[src/hdl/bei_pkg.sv]
// ----------------------------------------------------------------------------
// bei_pkg
// Types, widths and codes shared by the breakpoint envelope interpolator.
// ----------------------------------------------------------------------------
package bei_pkg;

  localparam int MAX_POINTS_DEF = 64;

  localparam int CMD_W   = 3;
  localparam int INDEX_W = 6;
  localparam int COORD_W = 16;
  localparam int TOTAL_W = 7;
  localparam int STAT_W  = 2;

  typedef enum logic [CMD_W-1:0] {
    CMD_ADD    = 3'd0,
    CMD_REMOVE = 3'd1,
    CMD_UPDATE = 3'd2,
    CMD_EVAL   = 3'd3,
    CMD_READ   = 3'd4
  } cmd_t;

  typedef enum logic [STAT_W-1:0] {
    STAT_OK      = 2'd0,
    STAT_FULL    = 2'd1,
    STAT_BAD_IDX = 2'd2
  } status_t;

  typedef enum logic [3:0] {
    S_IDLE,
    S_DISPATCH,
    S_ADD_RD,
    S_ADD_CMP,
    S_RM_RD,
    S_RM_WR,
    S_RD_WAIT,
    S_EV_SCAN,
    S_EV_DRAIN,
    S_EV_DECIDE,
    S_EV_MUL1,
    S_EV_MUL2,
    S_EV_SUM,
    S_EV_DIV,
    S_FINISH
  } state_t;

endpackage

[src/hdl/bei_cmd_if.sv]
// ----------------------------------------------------------------------------
// bei_cmd_if
// Command channel: valid/ready transfer of one command with its operands.
// ----------------------------------------------------------------------------
interface bei_cmd_if;
  logic                         valid;
  logic                         ready;
  logic [bei_pkg::CMD_W-1:0]    command;
  logic [bei_pkg::INDEX_W-1:0]  point_index;
  logic [bei_pkg::COORD_W-1:0]  coord_x;
  logic [bei_pkg::COORD_W-1:0]  coord_y;

  modport source (output valid, output command, output point_index,
                  output coord_x, output coord_y, input ready);
  modport sink   (input valid, input command, input point_index,
                  input coord_x, input coord_y, output ready);
endinterface

[src/hdl/bei_res_if.sv]
// ----------------------------------------------------------------------------
// bei_res_if
// Result channel: valid/ready transfer of one result per command.
// ----------------------------------------------------------------------------
interface bei_res_if;
  logic                         valid;
  logic                         ready;
  logic [bei_pkg::COORD_W-1:0]  env_value;
  logic [bei_pkg::COORD_W-1:0]  read_x;
  logic [bei_pkg::COORD_W-1:0]  read_y;
  logic [bei_pkg::TOTAL_W-1:0]  point_total;
  logic [bei_pkg::STAT_W-1:0]   status;

  modport source (output valid, output env_value, output read_x, output read_y,
                  output point_total, output status, input ready);
  modport sink   (input valid, input env_value, input read_x, input read_y,
                  input point_total, input status, output ready);
endinterface

[src/hdl/breakpoint_envelope_interpolator.sv]
// ----------------------------------------------------------------------------
// breakpoint_envelope_interpolator
// Sorted breakpoint table with add, remove, update, read and evaluate.
// Add shifts larger entries up, remove shifts later entries down, evaluate
// scans every entry through the single table read port and, unless it hits
// or lies outside the span, interpolates with the shared 16x16 multiplier
// and the 16-step restoring divider. An empty-table evaluate or an error goes
// straight to the result. One command in flight; the next is accepted once
// its result is registered. Reset empties the table (count to zero); entry
// contents stay undefined and no clearing pass runs.
// ----------------------------------------------------------------------------
module breakpoint_envelope_interpolator #(
  parameter int MAX_POINTS = bei_pkg::MAX_POINTS_DEF
) (
  input  logic      clk,
  input  logic      rst_n,
  bei_cmd_if.sink   in_cmd,
  bei_res_if.source out_res
);
  import bei_pkg::*;

  localparam int IW   = $clog2(MAX_POINTS);
  localparam int CW   = $clog2(MAX_POINTS + 1);
  localparam int CMPW = (CW > INDEX_W) ? CW : INDEX_W;
  localparam int EW   = 2 * COORD_W;

  state_t state_r, state_nxt;

  logic [CW-1:0]      cnt_r, cnt_nxt;
  logic [CMD_W-1:0]   cmd_r, cmd_nxt;
  logic [INDEX_W-1:0] idx_r, idx_nxt;
  logic [COORD_W-1:0] cx_r, cx_nxt;
  logic [COORD_W-1:0] cy_r, cy_nxt;

  logic [CW-1:0]      pos_r, pos_nxt;
  logic [IW-1:0]      scan_r, scan_nxt;
  logic               pend_r, pend_nxt;
  logic [IW-1:0]      pidx_r, pidx_nxt;

  logic [COORD_W-1:0] x0_r, x0_nxt, y0_r, y0_nxt;
  logic [COORD_W-1:0] xl_r, xl_nxt, yl_r, yl_nxt;
  logic [COORD_W-1:0] x1_r, x1_nxt, y1_r, y1_nxt;
  logic [COORD_W-1:0] x2_r, x2_nxt, y2_r, y2_nxt;
  logic               eq_r, eq_nxt, gt_r, gt_nxt;
  logic [COORD_W-1:0] eqy_r, eqy_nxt;

  logic [EW-1:0]      prod_r, prod_nxt, acc_r, acc_nxt;
  logic [COORD_W-1:0] rem_r, rem_nxt, quo_r, quo_nxt, dvs_r, dvs_nxt;
  logic [3:0]         dcnt_r, dcnt_nxt;

  logic [COORD_W-1:0] val_r, val_nxt, rx_r, rx_nxt, ry_r, ry_nxt;
  logic [STAT_W-1:0]  st_r, st_nxt;

  logic               ov_r, ov_nxt;
  logic [COORD_W-1:0] o_env_r, o_env_nxt, o_rx_r, o_rx_nxt, o_ry_r, o_ry_nxt;
  logic [TOTAL_W-1:0] o_tot_r, o_tot_nxt;
  logic [STAT_W-1:0]  o_st_r, o_st_nxt;

  logic               we;
  logic [IW-1:0]      waddr, raddr;
  logic [EW-1:0]      wdata, rdata;
  logic [COORD_W-1:0] rd_x, rd_y;

  logic [COORD_W-1:0] mul_a, mul_b;
  logic [EW-1:0]      prod;
  logic [EW-1:0]      num;
  logic [COORD_W:0]   trial;

  logic [CMPW-1:0]    idx_ext, cnt_ext;
  logic               bad_idx;
  logic [CW-1:0]      cnt_last, pos_m1, i_p1;

  bei_ram #(.WIDTH(EW), .DEPTH(MAX_POINTS)) u_table (
    .clk   (clk),
    .we    (we),
    .waddr (waddr),
    .wdata (wdata),
    .raddr (raddr),
    .rdata (rdata)
  );

  assign rd_x     = rdata[EW-1:COORD_W];
  assign rd_y     = rdata[COORD_W-1:0];
  assign idx_ext  = CMPW'(idx_r);
  assign cnt_ext  = CMPW'(cnt_r);
  assign bad_idx  = idx_ext >= cnt_ext;
  assign cnt_last = cnt_r - CW'(1);
  assign pos_m1   = pos_r - CW'(1);
  assign i_p1     = pos_r + CW'(1);
  assign prod     = EW'(mul_a) * EW'(mul_b);
  assign num      = acc_r + prod_r;
  assign trial    = {rem_r, quo_r[COORD_W-1]};

  assign in_cmd.ready        = (state_r == S_IDLE);
  assign out_res.valid       = ov_r;
  assign out_res.env_value   = o_env_r;
  assign out_res.read_x      = o_rx_r;
  assign out_res.read_y      = o_ry_r;
  assign out_res.point_total = o_tot_r;
  assign out_res.status      = o_st_r;

  always_ff @(posedge clk) begin
    if (!rst_n) begin
      state_r <= S_IDLE;
      cnt_r   <= '0;
      ov_r    <= 1'b0;
      pend_r  <= 1'b0;
    end else begin
      state_r <= state_nxt;
      cnt_r   <= cnt_nxt;
      ov_r    <= ov_nxt;
      pend_r  <= pend_nxt;
    end
  end

  always_ff @(posedge clk) begin
    cmd_r   <= cmd_nxt;   idx_r  <= idx_nxt;   cx_r   <= cx_nxt;  cy_r <= cy_nxt;
    pos_r   <= pos_nxt;   scan_r <= scan_nxt;  pidx_r <= pidx_nxt;
    x0_r    <= x0_nxt;    y0_r   <= y0_nxt;    xl_r   <= xl_nxt;  yl_r <= yl_nxt;
    x1_r    <= x1_nxt;    y1_r   <= y1_nxt;    x2_r   <= x2_nxt;  y2_r <= y2_nxt;
    eq_r    <= eq_nxt;    gt_r   <= gt_nxt;    eqy_r  <= eqy_nxt;
    prod_r  <= prod_nxt;  acc_r  <= acc_nxt;
    rem_r   <= rem_nxt;   quo_r  <= quo_nxt;   dvs_r  <= dvs_nxt; dcnt_r <= dcnt_nxt;
    val_r   <= val_nxt;   rx_r   <= rx_nxt;    ry_r   <= ry_nxt;  st_r <= st_nxt;
    o_env_r <= o_env_nxt; o_rx_r <= o_rx_nxt;  o_ry_r <= o_ry_nxt;
    o_tot_r <= o_tot_nxt; o_st_r <= o_st_nxt;
  end

  always_comb begin
    state_nxt = state_r;
    cnt_nxt   = cnt_r;
    cmd_nxt   = cmd_r;   idx_nxt  = idx_r;   cx_nxt   = cx_r;  cy_nxt = cy_r;
    pos_nxt   = pos_r;   scan_nxt = scan_r;  pidx_nxt = pidx_r;
    pend_nxt  = 1'b0;
    x0_nxt    = x0_r;    y0_nxt   = y0_r;    xl_nxt   = xl_r;  yl_nxt = yl_r;
    x1_nxt    = x1_r;    y1_nxt   = y1_r;    x2_nxt   = x2_r;  y2_nxt = y2_r;
    eq_nxt    = eq_r;    gt_nxt   = gt_r;    eqy_nxt  = eqy_r;
    prod_nxt  = prod_r;  acc_nxt  = acc_r;
    rem_nxt   = rem_r;   quo_nxt  = quo_r;   dvs_nxt  = dvs_r; dcnt_nxt = dcnt_r;
    val_nxt   = val_r;   rx_nxt   = rx_r;    ry_nxt   = ry_r;  st_nxt = st_r;
    o_env_nxt = o_env_r; o_rx_nxt = o_rx_r;  o_ry_nxt = o_ry_r;
    o_tot_nxt = o_tot_r; o_st_nxt = o_st_r;
    ov_nxt    = ov_r && !out_res.ready;
    we        = 1'b0;
    waddr     = '0;
    wdata     = {cx_r, cy_r};
    raddr     = '0;
    mul_a     = '0;
    mul_b     = '0;

    // fold in the table entry read during the scan
    if (pend_r) begin
      if (pidx_r == '0) begin
        x0_nxt = rd_x;
        y0_nxt = rd_y;
      end
      if (CW'(pidx_r) == cnt_last) begin
        xl_nxt = rd_x;
        yl_nxt = rd_y;
      end
      if (rd_x == cx_r && !eq_r) begin
        eq_nxt  = 1'b1;
        eqy_nxt = rd_y;
      end
      if (rd_x > cx_r && !gt_r) begin
        gt_nxt = 1'b1;
        x2_nxt = rd_x;
        y2_nxt = rd_y;
      end
      if (rd_x < cx_r) begin
        x1_nxt = rd_x;
        y1_nxt = rd_y;
      end
    end

    unique case (state_r)
      S_IDLE: begin
        if (in_cmd.valid) begin
          cmd_nxt   = in_cmd.command;
          idx_nxt   = in_cmd.point_index;
          cx_nxt    = in_cmd.coord_x;
          cy_nxt    = in_cmd.coord_y;
          state_nxt = S_DISPATCH;
        end
      end
      S_DISPATCH: begin
        val_nxt   = '0;
        rx_nxt    = '0;
        ry_nxt    = '0;
        st_nxt    = STAT_OK;
        eq_nxt    = 1'b0;
        gt_nxt    = 1'b0;
        state_nxt = S_FINISH;
        unique case (cmd_r)
          CMD_ADD: begin
            if (cnt_r == CW'(MAX_POINTS)) begin
              st_nxt = STAT_FULL;
            end else begin
              pos_nxt   = cnt_r;
              state_nxt = S_ADD_RD;
            end
          end
          CMD_REMOVE: begin
            if (bad_idx) begin
              st_nxt = STAT_BAD_IDX;
            end else begin
              pos_nxt   = CW'(idx_ext[IW-1:0]);
              state_nxt = S_RM_RD;
            end
          end
          CMD_UPDATE: begin
            if (bad_idx) begin
              st_nxt = STAT_BAD_IDX;
            end else begin
              we    = 1'b1;
              waddr = idx_ext[IW-1:0];
            end
          end
          CMD_READ: begin
            if (bad_idx) begin
              st_nxt = STAT_BAD_IDX;
            end else begin
              raddr     = idx_ext[IW-1:0];
              state_nxt = S_RD_WAIT;
            end
          end
          CMD_EVAL: begin
            if (cnt_r != '0) begin
              scan_nxt  = '0;
              state_nxt = S_EV_SCAN;
            end
          end
          default: begin
          end
        endcase
      end
      S_ADD_RD: begin
        if (pos_r == '0) begin
          we        = 1'b1;
          waddr     = '0;
          cnt_nxt   = cnt_r + CW'(1);
          state_nxt = S_FINISH;
        end else begin
          raddr     = pos_m1[IW-1:0];
          state_nxt = S_ADD_CMP;
        end
      end
      S_ADD_CMP: begin
        we    = 1'b1;
        waddr = pos_r[IW-1:0];
        if (rd_x > cx_r) begin
          wdata     = rdata;
          pos_nxt   = pos_m1;
          state_nxt = S_ADD_RD;
        end else begin
          cnt_nxt   = cnt_r + CW'(1);
          state_nxt = S_FINISH;
        end
      end
      S_RM_RD: begin
        if (i_p1 < cnt_r) begin
          raddr     = i_p1[IW-1:0];
          state_nxt = S_RM_WR;
        end else begin
          cnt_nxt   = cnt_last;
          state_nxt = S_FINISH;
        end
      end
      S_RM_WR: begin
        we        = 1'b1;
        waddr     = pos_r[IW-1:0];
        wdata     = rdata;
        pos_nxt   = i_p1;
        state_nxt = S_RM_RD;
      end
      S_RD_WAIT: begin
        rx_nxt    = rd_x;
        ry_nxt    = rd_y;
        state_nxt = S_FINISH;
      end
      S_EV_SCAN: begin
        raddr    = scan_r;
        pend_nxt = 1'b1;
        pidx_nxt = scan_r;
        if (CW'(scan_r) == cnt_last) begin
          state_nxt = S_EV_DRAIN;
        end else begin
          scan_nxt = scan_r + IW'(1);
        end
      end
      S_EV_DRAIN: begin
        state_nxt = S_EV_DECIDE;
      end
      S_EV_DECIDE: begin
        state_nxt = S_FINISH;
        priority if (cx_r < x0_r || cx_r > xl_r) begin
          val_nxt = '0;
        end else if (cx_r == x0_r) begin
          val_nxt = y0_r;
        end else if (cx_r == xl_r) begin
          val_nxt = yl_r;
        end else if (eq_r) begin
          val_nxt = eqy_r;
        end else begin
          state_nxt = S_EV_MUL1;
        end
      end
      S_EV_MUL1: begin
        mul_a     = y1_r;
        mul_b     = x2_r - cx_r;
        prod_nxt  = prod;
        state_nxt = S_EV_MUL2;
      end
      S_EV_MUL2: begin
        mul_a     = y2_r;
        mul_b     = cx_r - x1_r;
        acc_nxt   = prod_r;
        prod_nxt  = prod;
        state_nxt = S_EV_SUM;
      end
      S_EV_SUM: begin
        rem_nxt   = num[EW-1:COORD_W];
        quo_nxt   = num[COORD_W-1:0];
        dvs_nxt   = x2_r - x1_r;
        dcnt_nxt  = '0;
        state_nxt = S_EV_DIV;
      end
      S_EV_DIV: begin
        if (trial >= {1'b0, dvs_r}) begin
          rem_nxt = COORD_W'(trial - {1'b0, dvs_r});
          quo_nxt = {quo_r[COORD_W-2:0], 1'b1};
        end else begin
          rem_nxt = trial[COORD_W-1:0];
          quo_nxt = {quo_r[COORD_W-2:0], 1'b0};
        end
        dcnt_nxt = dcnt_r + 4'd1;
        if (dcnt_r == 4'd15) begin
          val_nxt   = quo_nxt;
          state_nxt = S_FINISH;
        end
      end
      S_FINISH: begin
        if (!ov_r || out_res.ready) begin
          ov_nxt    = 1'b1;
          o_env_nxt = val_r;
          o_rx_nxt  = rx_r;
          o_ry_nxt  = ry_r;
          o_tot_nxt = TOTAL_W'(cnt_r);
          o_st_nxt  = st_r;
          state_nxt = S_IDLE;
        end
      end
      default: begin
        state_nxt = S_IDLE;
      end
    endcase
  end

endmodule

[src/hdl/bei_ram.sv]
// ----------------------------------------------------------------------------
// bei_ram
// Generic single write port, single read port RAM with registered read.
// ----------------------------------------------------------------------------
module bei_ram #(
  parameter int WIDTH = 32,
  parameter int DEPTH = 64
) (
  input  logic                     clk,
  input  logic                     we,
  input  logic [$clog2(DEPTH)-1:0] waddr,
  input  logic [WIDTH-1:0]         wdata,
  input  logic [$clog2(DEPTH)-1:0] raddr,
  output logic [WIDTH-1:0]         rdata
);

  logic [WIDTH-1:0] mem [DEPTH];
  logic [WIDTH-1:0] rdata_r;

  always_ff @(posedge clk) begin
    if (we) begin
      mem[waddr] <= wdata;
    end
    rdata_r <= mem[raddr];
  end

  assign rdata = rdata_r;

endmodule
[src/flat_wrapper.sv]
// flat-port wrapper written by rule: the top's interface ports become plain ports
module breakpoint_envelope_interpolator_flat import bei_pkg::*;
#(
  parameter int MAX_POINTS = bei_pkg::MAX_POINTS_DEF
)
  (clk, rst_n, in_cmd_valid, in_cmd_command, in_cmd_point_index, in_cmd_coord_x, in_cmd_coord_y, in_cmd_ready, out_res_valid, out_res_env_value, out_res_read_x, out_res_read_y, out_res_point_total, out_res_status, out_res_ready);
  bei_cmd_if in_cmd_i ();
  bei_res_if out_res_i ();
  input  logic clk;
  input  logic rst_n;
  input wire logic [$bits(in_cmd_i.valid)-1:0] in_cmd_valid;
  input wire logic [$bits(in_cmd_i.command)-1:0] in_cmd_command;
  input wire logic [$bits(in_cmd_i.point_index)-1:0] in_cmd_point_index;
  input wire logic [$bits(in_cmd_i.coord_x)-1:0] in_cmd_coord_x;
  input wire logic [$bits(in_cmd_i.coord_y)-1:0] in_cmd_coord_y;
  output wire logic [$bits(in_cmd_i.ready)-1:0] in_cmd_ready;
  output wire logic [$bits(out_res_i.valid)-1:0] out_res_valid;
  output wire logic [$bits(out_res_i.env_value)-1:0] out_res_env_value;
  output wire logic [$bits(out_res_i.read_x)-1:0] out_res_read_x;
  output wire logic [$bits(out_res_i.read_y)-1:0] out_res_read_y;
  output wire logic [$bits(out_res_i.point_total)-1:0] out_res_point_total;
  output wire logic [$bits(out_res_i.status)-1:0] out_res_status;
  input wire logic [$bits(out_res_i.ready)-1:0] out_res_ready;
  assign in_cmd_i.valid = in_cmd_valid;
  assign in_cmd_i.command = in_cmd_command;
  assign in_cmd_i.point_index = in_cmd_point_index;
  assign in_cmd_i.coord_x = in_cmd_coord_x;
  assign in_cmd_i.coord_y = in_cmd_coord_y;
  assign in_cmd_ready = in_cmd_i.ready;
  assign out_res_valid = out_res_i.valid;
  assign out_res_env_value = out_res_i.env_value;
  assign out_res_read_x = out_res_i.read_x;
  assign out_res_read_y = out_res_i.read_y;
  assign out_res_point_total = out_res_i.point_total;
  assign out_res_status = out_res_i.status;
  assign out_res_i.ready = out_res_ready;
  breakpoint_envelope_interpolator #(.MAX_POINTS(MAX_POINTS)) u_core (.clk(clk), .rst_n(rst_n), .in_cmd(in_cmd_i), .out_res(out_res_i));
endmodule
[config.mk]
export PLATFORM = sky130hd
export DESIGN_NAME = breakpoint_envelope_interpolator_flat
export DESIGN_NICKNAME = d
export VERILOG_FILES = /design/src/hdl/bei_pkg.sv /design/src/hdl/bei_cmd_if.sv /design/src/hdl/bei_res_if.sv /design/src/hdl/breakpoint_envelope_interpolator.sv /design/src/hdl/bei_ram.sv /design/src/flat_wrapper.sv
export SDC_FILE = /design/constraint.sdc
export NUM_CORES = 2
export LEC_CHECK = 0
export BUFFER_PORTS_ARGS = -buffer_cell sky130_fd_sc_hd__buf_2
export CORE_MARGIN = 2
export CORE_UTILIZATION = 45
export DETAILED_ROUTE_END_ITERATION = 6
export PLACE_DENSITY_LB_ADDON = 0.15
export SLEW_MARGIN = 10
export SYNTH_ARGS = -nofsm -noshare
export SYNTH_HDL_FRONTEND = slang
export SYNTH_SLANG_ARGS = --single-unit
export TNS_END_PERCENT = 100
[constraint.sdc]
create_clock -name clk -period 22.8 [get_ports clk]
set_input_delay 3.42 -clock clk [delete_from_list [all_inputs] [get_ports clk]]
set_output_delay 3.42 -clock clk [all_outputs]
set_load 0.05 [all_outputs]
After elaboration in Yosys (flattened, before gate mapping)
Memories as Yosys holds them, arrays and structs flattened. A register that Yosys moved wholly into a read port is not among the register bits.
Index checks and enable logic that the tools add are counted.
{"block": "classes", "n_addsub": 11, "mul": 1, "n_lt_le_gt_ge": 7, "eq_ne": 40, "n_mux": 66, "n_reduce_logical": 35}
{"cell": "case mux 16 bit (2 select lines)", "count": 6}
{"cell": "2-to-1 mux 16 bit", "count": 6}
{"cell": "case mux 32 bit (2 select lines)", "count": 1}
{"cell": "subtractor 16 bit", "count": 4}
{"cell": "case mux 4 bit (15 select lines)", "count": 1}
{"cell": "2-to-1 mux 4 bit", "count": 14}
{"cell": "== test 16 bit", "count": 3}
{"cell": "2-to-1 mux 6 bit", "count": 8}
{"cell": "case mux 16 bit (3 select lines)", "count": 1}
{"cell": "2-to-1 mux 7 bit", "count": 6}
{"cell": "case mux 7 bit (3 select lines)", "count": 2}
{"cell": "adder 32 bit", "count": 1}
{"cell": "== test 4 bit (second input constant)", "count": 8}
{"cell": "greater-than comparator 16 bit", "count": 2}
{"cell": "less-than comparator 16 bit", "count": 2}
{"cell": "multiplier 16 x 16 -> 32 bit", "count": 1}
{"cell": "2-to-1 mux 32 bit", "count": 1}
{"cell": "case mux 6 bit (2 select lines)", "count": 2}
{"cell": "case mux 6 bit (4 select lines)", "count": 1}
{"cell": ">= comparator 17 x 16 -> 1 bit", "count": 1}
{"cell": "== test 4 x 3 -> 1 bit (second input constant)", "count": 4}
{"cell": "case mux 4 bit (4 select lines)", "count": 1}
{"cell": "adder 7 x 1 -> 7 bit (second input constant)", "count": 2}
{"cell": "== test 6 x 7 -> 1 bit", "count": 2}
{"cell": "other kinds (38)", "count": 80}
{"block": "word_totals", "ff_bits": 442, "ram_bits": 2048, "input_bits": 45, "out_inout_bits": 59, "wordCells": 198, "mem_count": 1}
{"memory": "u_core.u_table.mem", "words": 64, "width": 32, "read_ports": 1, "rd_ports_with_merged_regs": 1, "write_ports": 1, "line": "bei_ram.sv:17", "text": "logic [WIDTH-1:0] mem [DEPTH];"}

Depth between registers and ports, before layout
{"block": "depth", "ltp_word": 6, "mapped_depth": 38, "ltp_nobuf": 36}

Modules after synthesis
From an unflattened synthesis, not the netlist that was laid out.
{"block": "hier_totals", "cells_unflattened": 6355, "area_unflattened_um2": 110046.8}
{"module": "bei_ram", "instances": 1, "cells_each": 3511, "area_each_um2": 79039.6}
{"module": "breakpoint_envelope_interpolator", "instances": 1, "cells_each": 2844, "area_each_um2": 31007.2}

Least setup slack after synthesis
OpenSTA, ideal clock, no wires.
{"block": "synth_path", "path_type": "reg-to-reg", "startpoint": "register u_core.cx_r[0]", "endpoint": "register u_core.prod_r[30] (data pin)", "setup_time_ns": 0.265, "t_arrival_ns": 8.813, "setup_slack_ns": 13.721, "stages_incl_launch_ff": 34, "path_buffers": 1, "period_less_slack_ns": 9.079, "path_cell_list": "edfxtp_1 > inv_1 > ha_1 > inv_1 > fa_1 > a21o_1 > a21oi_1 > o21bai_1 > a2111oi_0 > nor2_1 > xnor2_1 > a211oi_1 > clkbuf_1 > nand2_1 > fa_1 > fa_1 > inv_1 > fa_1 > fa_1 > fa_1 > inv_1 > fa_1 > inv_1 > ha_1 > and4_1 > and2_0 > o21ai_0 > or4b_2 > o31ai_1 > o21ai_0 > or4_1 > a31oi_1 > o21ai_0 > xor2_1"}
{"block": "synth_via", "elab_chain_cells": 3, "elab_cells_between_ends": 4, "cone_classes": "add/sub: 2; mul: 1; mux: 1"}
{"item": "from (decl)", "line": "breakpoint_envelope_interpolator.sv:32", "text": "logic [COORD_W-1:0] cx_r, cx_nxt;"}
{"item": "from (signal assigned)", "line": "breakpoint_envelope_interpolator.sv:117", "text": "cmd_r <= cmd_nxt; idx_r <= idx_nxt; cx_r <= cx_nxt; cy_r <= cy_nxt;"}
{"item": "subtractor 16 bit, on equally long branches", "line": "breakpoint_envelope_interpolator.sv:316, breakpoint_envelope_interpolator.sv:310"}
{"item": "case mux 16 bit (2 select lines) (*)", "line": "breakpoint_envelope_interpolator.sv:176", "text": "unique case (state_r)"}
{"item": "multiplier 16 x 16 -> 32 bit (*)", "line": "breakpoint_envelope_interpolator.sv:90", "text": "assign prod = EW'(mul_a) * EW'(mul_b);"}
{"item": "named net u_core.prod[30]", "line": "breakpoint_envelope_interpolator.sv:65", "text": "logic [EW-1:0] prod;"}
{"item": "to (signal assigned)", "line": "breakpoint_envelope_interpolator.sv:122", "text": "prod_r <= prod_nxt; acc_r <= acc_nxt;"}
{"item": "to (decl)", "line": "breakpoint_envelope_interpolator.sv:47", "text": "logic [EW-1:0] prod_r, prod_nxt, acc_r, acc_nxt;"}
Mark *: on every way through the listed nets, which the timed path passes. The rest lies on a longest branch.
A chain may end at the register's enable or synchronous reset.

Worst setup path in the final report
Ends and elaborated chain as after synthesis.

==> reports/metrics.csv <==
metric;value;unit
worstPathArrival;11.11;ns
cts.path.max_buffers;4;
cts_tree;done;
cts.sinks;2522;
cp_common_cell;fa_1;
clk_latency;0.94;ns
crit_required;23.39;ns
yosysMostFrequentCell;edfxtp_1;
min_from;u_core.val_r[15]$_DFFE_PP_;
powerDensity;121;nW/um^2
slowest_delay;0.68;ns
firstDrtPassIters;6;
die_w;503;um
rsz0062_at_grt;no;
reg2reg_from;u_core.cx_r[0]$_DFFE_PP_;
routed-wl-met2;176;mm
tns;0;ns
critPathMaxFanout;7;
yosysSeqAreaShare;67.1;%
crit_path_end_kind;register;
slowest_stage;o22ai_1;
min_path_cells;0;
post_cts_resized;0;
max_slew_margin;11.8;%
ir_worst_vdd;0.0960;mV
ys_top_cells_by_area;edfxtp_1, nand2_1, fa_1;
routed_wl;368;mm
drive_gt1_share;9.95;%
critical_path_class;reg -> reg;
synth.avg_cell_area;12.8;um^2
die_area;253000;um^2
yosysTopAreaCell;edfxtp_1;
vias;73700;
top_layer;met5;
drt_iter0_markers;8434;
synth_seq_cells;2522;
hold_viol;0;
post_cts_buffers;0;
finalCriticalPeriod;10.52;ns
grt_max_degree;156;
leakagePower;45.6;nW
hp-class;reg -> reg;
min_to;u_core.out_res.env_value[15]$_DFFE_PP_;
rr_worst_depth;34;
wl_per_cell;29.5;um
ctsHoldBuffers;0;
synth_cells;8745;
critPathLaunchType;register;
die_h;503;um
grt_overflow;0;
rr_endpoint;u_core.prod_r[30]$_DFFE_PN_;
antenna_found_initial;24;
via_per_inst;5.92;
initial_core_util;45.2;%
worstMarginPinSlew;1.31;ns
clk_pin_slew;0.06;ns
setup_viol;0;
wl_met1;151;mm
grt_pass1_wl;521;mm
syn_nets;9253;
period_share;46.1;%
fmax;95.1;MHz
status;completed;
r2r_setup_slack;12.28;ns
yosysWarnings;0;
yosys.cell_types.count;88;
post-dp-hpwl;223;mm
row_count;183;
skew;0.0950;ns
root_buffer;clkbuf_16;
grt_pass1_vias;70500;
top_level_ports;104;
slew_viol_final;0;
syn_to_final_growth;12.6;%
max_cap_viol_count;0;
grt_usage;28.7;%
finalNetCount;9410;
yosysTopAreaCellShare;66.2;%
antenna_left;0;
synth_ff_type;edfxtp_1;
cts_made_buffers;289;
place_congestion;0.911;
ys_top_cells_by_count;edfxtp_1, nand2_1, nand3_1, inv_1, nor2_1;
io_buffers;103;
syn-cell-area;112000;um^2
p_total;15.3;mW
async_flop_share;0;%
core;248000;um^2
htreeDepth;5;
drc;0;
synth_edf_count;2475;
wl_met3;25.0;mm
[kinds of logic after synthesis]
kind of cell | synth area share (%)
buffers and inverters | 3.13
XOR/XNOR | 1.06
AND/OR/NAND/NOR | 13.3
flip-flops | 67.1
adder cells (fa/ha/maj) | 6.49
AO/OA/AOI/OAI | 6.88
multiplexers | 2.08
[per-layer routing]
| layer | track usage, % | up-vias |
|---|---|---|
| met5 | 0 | - |
| met4 | 11.8 | 6 |
| met3 | 3.86 | 586 |
| met2 | 47.3 | 3103 |
| met1 | 38.5 | 37700 |
| li1 | - | 32300 |
[per-stage QoR]
step / utilization, % / setup slack [ns] / instance area (um^2) / hold slack, ns / instances
6_report: 50.9 / 12.28 / 126000 / 0.408 / 12500
5_1_grt: 50.9 / 11.62 / 126000 / 0.416 / 12500
4_1_cts: 50.9 / 12.21 / 126000 / 0.410 / 12400
3_5_place_dp: 47.3 / 12.26 / 117000 / 0.405 / 11900
3_3_place_gp: 47.3 / 12.23 / 117000 / 0.403 / 11900
2_1_floorplan: - / 13.72 / 112000 / 0.400 / 8745
[worst max-delay path by stage]
stage / slack [ns] / cells past startpoint / from / to
after floorplan: 13.72 / 33 / u_core.cx_r[0]$_DFFE_PP_ / u_core.prod_r[30]$_DFFE_PN_
after global placement: 12.23 / 34 / u_core.cx_r[0]$_DFFE_PP_ / u_core.prod_r[30]$_DFFE_PN_
after detailed placement: 12.26 / 34 / u_core.cx_r[0]$_DFFE_PP_ / u_core.prod_r[30]$_DFFE_PN_
after CTS: 12.21 / 34 / u_core.cx_r[0]$_DFFE_PP_ / u_core.prod_r[30]$_DFFE_PN_
after global routing: 11.62 / 34 / u_core.cx_r[0]$_DFFE_PP_ / u_core.prod_r[30]$_DFFE_PN_
final: 12.28 / 34 / u_core.cx_r[0]$_DFFE_PP_ / u_core.prod_r[30]$_DFFE_PN_
[final cells by class]
type / instances / area [um^2]
tap: 3330 / 4170
antenna: 34 / 85.1
clock inverter: 117 / 1120
fill: 21300 / 122000
timing repair buffer: 338 / 2410
clock buffer: 369 / 7720
sequential: 2522 / 75300
multi-input combinational: 5397 / 34300
inverter: 354 / 1330
[state kept, by name, indices dropped and copies added (netlist names), 32 cells and up]
register	count
u_core.u_table.mem	2048
u_core.acc_r	32
u_core.prod_r	32
u_core.u_table.rdata	32
[worst max-delay path, delay by kind of cell, from the launching register on]
kind,cells,cell delay (ns)
simple gates,5,1.61
fa+ha+maj,9,3.83
flops,1,0.44
compound gates,13,3.60
xor+xnor,2,0.31
buf+inv,5,0.41
[placed cells by master, fill, tap and decap left out, drive strengths merged, types with 180 or more instances in the layout]
cell type,instances
inv,358
ha,264
fa,199
o21ai,189
nand2,2052
a31oi,180
buf,337
clkbuf,370
nand3,508
mux2i,182
edfxtp,2475
a21oi,215
and3,245
nor2,340
[power by group]
group          total, mW  internal, mW  switching, mW  leakage, nW
Combinational       4.83          1.19           3.65         18.6
Clock               4.44          2.61           1.83         4.31
Sequential          6.03          5.80          0.223         22.7
Total               15.3          9.60           5.70         45.6
Power figures use the tool's default switching activity.
